File: src/rtl/foc_pkg.sv
// Shared constants, types and arithmetic helpers of the FOC current loop.
// No dependencies; used by every other file of the block.
package foc_pkg;

    localparam int SINE_DEPTH_DEF = 256;
    localparam int FRAC_BITS_DEF  = 24;

    localparam int DATA_W     = 32;
    localparam int OPND_W     = 33;
    localparam int PROD_W     = 66;
    localparam int ANGLE_W    = 24;
    localparam int CFG_IDX_W  = 3;
    localparam int CFG_DATA_W = 31;
    localparam int GAIN_W     = 31;
    localparam int VLIM_W     = 25;

    localparam logic [63:0] INV_SQRT3_Q32 = 64'd2479700524;
    localparam logic [63:0] C099_Q32      = 64'd4252017623;
    localparam logic [63:0] TWO_PI_Q30    = 64'd6746518852;
    localparam logic [63:0] ONE_Q30       = 64'd1 << 30;

    localparam logic signed [DATA_W-1:0] S32_MAX = 32'sh7FFF_FFFF;
    localparam logic signed [DATA_W-1:0] S32_MIN = 32'sh8000_0000;

    typedef enum logic [CFG_IDX_W-1:0] {
        CFG_ID_KP    = 3'd0,
        CFG_ID_KI    = 3'd1,
        CFG_IQ_KP    = 3'd2,
        CFG_IQ_KI    = 3'd3,
        CFG_VLIMIT   = 3'd4,
        CFG_AOFFSET  = 3'd5,
        CFG_REVERSE  = 3'd6
    } t_cfg_idx;

    typedef struct packed {
        logic load;   // capture operands into the product register
    } t_mul_ctl;

    function automatic logic signed [DATA_W-1:0] sat33(input logic signed [DATA_W:0] v);
        logic signed [DATA_W-1:0] res;
        if (v[DATA_W] != v[DATA_W-1]) begin
            res = v[DATA_W] ? S32_MIN : S32_MAX;
        end else begin
            res = v[DATA_W-1:0];
        end
        return res;
    endfunction

    function automatic logic signed [DATA_W-1:0] sat_add(input logic signed [DATA_W-1:0] a,
                                                        input logic signed [DATA_W-1:0] b);
        return sat33({a[DATA_W-1], a} + {b[DATA_W-1], b});
    endfunction

    function automatic logic signed [DATA_W-1:0] sat_sub(input logic signed [DATA_W-1:0] a,
                                                        input logic signed [DATA_W-1:0] b);
        return sat33({a[DATA_W-1], a} - {b[DATA_W-1], b});
    endfunction

    function automatic logic [DATA_W:0] mag33(input logic signed [DATA_W-1:0] v);
        logic signed [DATA_W:0] ext;
        ext = {v[DATA_W-1], v};
        return v[DATA_W-1] ? DATA_W'(0) - ext : ext;
    endfunction

    // Floor quotient by restoring shift and subtract; elaboration only.
    function automatic longint unsigned udiv64(input longint unsigned n,
                                               input longint unsigned d);
        longint unsigned q, rem;
        q   = '0;
        rem = '0;
        for (int i = 63; i >= 0; i--) begin
            rem = {rem[62:0], n[i]};
            if (rem >= d) begin
                rem  = rem - d;
                q[i] = 1'b1;
            end
        end
        return q;
    endfunction

    // Sine of a Q32 phase as a Q(frac) value; only evaluated at elaboration.
    function automatic logic signed [DATA_W-1:0] sin_phase(input logic [31:0] p,
                                                          input int frac);
        longint u;
        logic neg;
        longint unsigned mag, x, x2, t, s, dv;
        if (p < 32'h4000_0000) begin
            u = longint'(p);
        end else if (p < 32'hC000_0000) begin
            u = 64'sd2147483648 - longint'(p);
        end else begin
            u = longint'(p) - 64'sd4294967296;
        end
        neg = (u < 0);
        mag = neg ? longint'(-u) : longint'(u);
        x   = (mag * TWO_PI_Q30) >> 32;
        x2  = (x * x) >> 30;
        t   = ONE_Q30;
        for (int m = 7; m >= 1; m--) begin
            dv = longint'((2 * m) * (2 * m + 1));
            t  = ONE_Q30 - udiv64((x2 * t) >> 30, dv);
        end
        s = (x * t) >> 30;
        s = (s + (64'd1 << (29 - frac))) >> (30 - frac);
        return neg ? -DATA_W'(s) : DATA_W'(s);
    endfunction

endpackage

File: src/rtl/foc_mul.sv
// Shared signed multiplier with registered product and Q rounding/saturation.
// Depends on foc_pkg for widths and the saturation constants.
module foc_mul #(
    parameter int FRACTION_BITS = foc_pkg::FRAC_BITS_DEF
) (
    input  logic                                i_clk,
    input  foc_pkg::t_mul_ctl                   i_ctl,
    input  logic signed [foc_pkg::OPND_W-1:0]   i_a,
    input  logic signed [foc_pkg::OPND_W-1:0]   i_b,
    output logic signed [foc_pkg::DATA_W-1:0]   o_rnd
);

    localparam logic signed [foc_pkg::PROD_W-1:0] HALF =
        foc_pkg::PROD_W'(1) <<< (FRACTION_BITS - 1);

    logic signed [foc_pkg::PROD_W-1:0] r_prod;
    logic signed [foc_pkg::PROD_W-1:0] w_sum;
    logic signed [foc_pkg::PROD_W-1:0] w_sh;

    always_ff @(posedge i_clk) begin
        if (i_ctl.load) begin
            r_prod <= foc_pkg::PROD_W'(i_a) * foc_pkg::PROD_W'(i_b);
        end
    end

    assign w_sum = r_prod + HALF;
    assign w_sh  = w_sum >>> FRACTION_BITS;

    always_comb begin
        if (w_sh[foc_pkg::PROD_W-1:foc_pkg::DATA_W-1] == '0 ||
            w_sh[foc_pkg::PROD_W-1:foc_pkg::DATA_W-1] == '1) begin
            o_rnd = w_sh[foc_pkg::DATA_W-1:0];
        end else begin
            o_rnd = w_sh[foc_pkg::PROD_W-1] ? foc_pkg::S32_MIN : foc_pkg::S32_MAX;
        end
    end

endmodule

File: config.mk
export PLATFORM = sky130hd
export DESIGN_NAME = foc_mul
export DESIGN_NICKNAME = d
export VERILOG_FILES = /design/src/rtl/foc_pkg.sv /design/src/rtl/foc_mul.sv
export SDC_FILE = /design/constraint.sdc
export NUM_CORES = 2
export LEC_CHECK = 0
export BUFFER_PORTS_ARGS = -buffer_cell sky130_fd_sc_hd__buf_2
export CORE_UTILIZATION = 40
export CTS_BUF_LIST = sky130_fd_sc_hd__clkbuf_4 sky130_fd_sc_hd__clkbuf_8 sky130_fd_sc_hd__clkbuf_16
export CTS_CLUSTER_SIZE = 16
export DETAILED_ROUTE_END_ITERATION = 7
export GPL_TIMING_DRIVEN = 0
export PLACE_DENSITY = 0.54
export SLEW_MARGIN = 5
export SYNTH_ARGS = -nofsm -noshare
export SYNTH_HDL_FRONTEND = slang
export SYNTH_SLANG_ARGS = --single-unit
File: constraint.sdc
create_clock -name i_clk -period 18.1 [get_ports i_clk]
set_input_delay 1.81 -clock i_clk [delete_from_list [all_inputs] [get_ports i_clk]]
set_output_delay 1.81 -clock i_clk [all_outputs]
set_load 0.01 [all_outputs]
==> impl_metrics.tcl <==
set metrics [dict create \
    track_usage_pct 31.2 \
    grt-ovfl-total 0 \
    endpoint_kind "flip-flop" \
    slew_headroom_pct 9.17 \
    wl_per_cell_um 26.4 \
    port_buffers 99 \
    synth_common_cells "1144 x fa_1, 1138 x inv_1, 577 x nand2_1, 533 x and2_1, 213 x ha_1" \
    critPathLaunch "i_b[13]" \
    grt_pass1_wl_um 226000 \
    cts_sinks 43 \
    min_period_over_period_pct 60.3 \
    dp_hpwl_um 130000 \
    gp_congestion 1.02 \
    rows 116 \
    clockBufferDepth 2 \
    finalSetupViolations 0 \
    drc 0 \
    min_path_type "in -> reg" \
    syn_nets 5766 \
    worstSetupStartpointType "input port" \
    maxSlewViolCount 0 \
    fillers 10100 \
    io_pins 100 \
    drt_pre_antenna_iters 5 \
    grt_pass1_vias 33400 \
    crit_type "in -> reg" \
    start_util_pct 40.5 \
    top_register "r_prod" \
    worst_pin_slew_ps 1360 \
    grt_max_degree 44 \
    finalHoldViolCount 0 \
    fin_crit_ps 10910 \
    cts.hold.buffers_added 0 \
    syn_avg_cell_area_um2 9.35 \
    netlist_area_um2 40600 \
    cp.required_ps 18180 \
    antenna_found_initial 28 \
    postSynthCellCount 4341 \
    die_y_um 321 \
    layout.cells.non_filler 5825 \
    core_area_um2 100000 \
    critPathArrivalTime_ps 10990 \
    grt_setup_unrepaired "false" \
    ys_warn_count 0 \
    fmax_mhz 91.6 \
    final_util_pct 42.9 \
    synth_edf_count 43 \
    path_clk_slew_ps 60 \
    seq_area_frac_synth_pct 3.18 \
    cts-resized-gates 0 \
    tns_ps 0 \
    maxCapViolCount 0 \
    async_flop_share_pct 0 \
    cts_buffers 5 \
    synth_most_common_cell "fa_1" \
    finalInstanceArea_um2 43000 \
    die_w_um 321 \
    dieArea_um2 103000 \
    ys_ff_latch 43 \
    post_cts_buffers 0 \
    cts_tree "built" \
    layout-drive-gt1-share_pct 2.99 \
    status "completed" \
    yosys.area.top_type_share_pct 56.4 \
    area_delta_synth_final_pct 5.86 \
    fin_nets 5872 \
    htree_levels 2 \
    vias 30400 \
    postRouteAntennaNets 0 \
    min_from "i_ctl" \
    ys.flop_type "edfxtp_1" \
    via_per_inst 5.22 \
    place_area_um2 42800 \
    largest_reg_flops 43 \
    routed_wl_um 154000 \
    largestRegisters "r_prod: 43 flops" \
    dp_cells 5797 \
    synth_top_area_cell "fa_1" \
    ys_types 68 \
    synth_area_leaders "fa_1 56%, inv_1 11%, and2_1 8.2%" \
    drt_iter0_drc 2348 \
    clockRootBuffer "clkbuf_16" \
    crit_fanout 10 \
]
[path summary, 6_finish.rpt]
kind | end | slack (ps) | cells after the start
min | r_prod[24] | 2230 | 1
max | r_prod[59] | 7190 | 25
[critical path, stage by stage]
cell and delay, ps:
buf_2 430, clkbuf_1 960, and2_1 270, fa_1 420
inv_1 80, fa_1 460, fa_1 550, inv_1 50
fa_1 480, fa_1 570, fa_1 430, fa_1 500
inv_1 50, fa_1 750, inv_1 90, ha_1 420
a21oi_1 270, o21ai_0 110, or2_0 230, a2111o_1 450
a41o_1 370, a31oi_1 470, o21ai_1 200, a2111o_1 430
o311ai_1 110
[kinds of logic (layout without fill, tap and decap cells)]
kind of cell	count (synthesis)	after routing	share of synthesized area [%]
AO/OA/AOI/OAI	208	208	3.26
XOR/XNOR	92	92	1.98
adder cells (fa/ha/maj)	1357	1357	63.0
buffers and inverters	1353	1459	12.6
flip-flops	43	43	3.18
multiplexers	2	2	0.0493
other	0	21	0
AND/OR/NAND/NOR	1286	1286	15.9
[per-layer routing]
layer	wire length, um	share of wire (%)	track usage, %	vias up
li1	-	-	-	12600
met1	57400	37	38.1	15900
met2	72600	47	51.9	1403
met3	12400	8.1	5.25	416
met4	11500	7.5	18.2	6
met5	31	0.020	0	-
[stage by stage]
stage	setup slack, ps	hold WS (ps)
global placement	6980	2480
CTS	7260	2240
global route	6830	2300
finish	7190	2230
floorplan	8990	1920
detailed placement	6970	2480
[cells in the final DEF, fill, tap and decap left out, types with 4 or more instances in the layout]
master,netlist,routed
a21oi_2,10,10
nand2_1,577,577
nor3_1,12,12
nand3_1,32,32
edfxtp_1,43,43
nor2_1,53,53
buf_6,4,4
inv_1,1138,1138
o21bai_1,12,12
o21ai_0,27,27
clkbuf_16,0,5
nand2b_1,13,13
o21a_1,4,4
a31oi_1,7,7
diode_2,0,21
nor2b_1,5,5
buf_2,1,100
fa_1,1144,1144
nor3b_1,4,4
and2_1,533,533
xnor2_1,51,51
nand4_1,18,18
or4_1,5,5
and3_1,13,13
clkbuf_1,206,206
a21oi_1,89,89
xor2_1,41,41
ha_1,213,213
nor4_1,6,6
a21o_1,20,20
[cell type report]
class	count	area (um^2)	area share [%]
Antenna cell	21	52.6	0.122
Timing Repair Buffer	99	495	1.15
Inverter	1139	4280	9.95
Multi-Input combinational cell	2945	34200	79.5
Clock buffer	5	125	0.291
Tap cell	1357	1700	3.95
Clock inverter	2	8.76	0.0204
Sequential cell	43	1290	3.00
Buffer	214	855	1.99
Power is not shown: default switching activity piles up to over one toggle a cycle in this logic, so the estimate is an artifact.
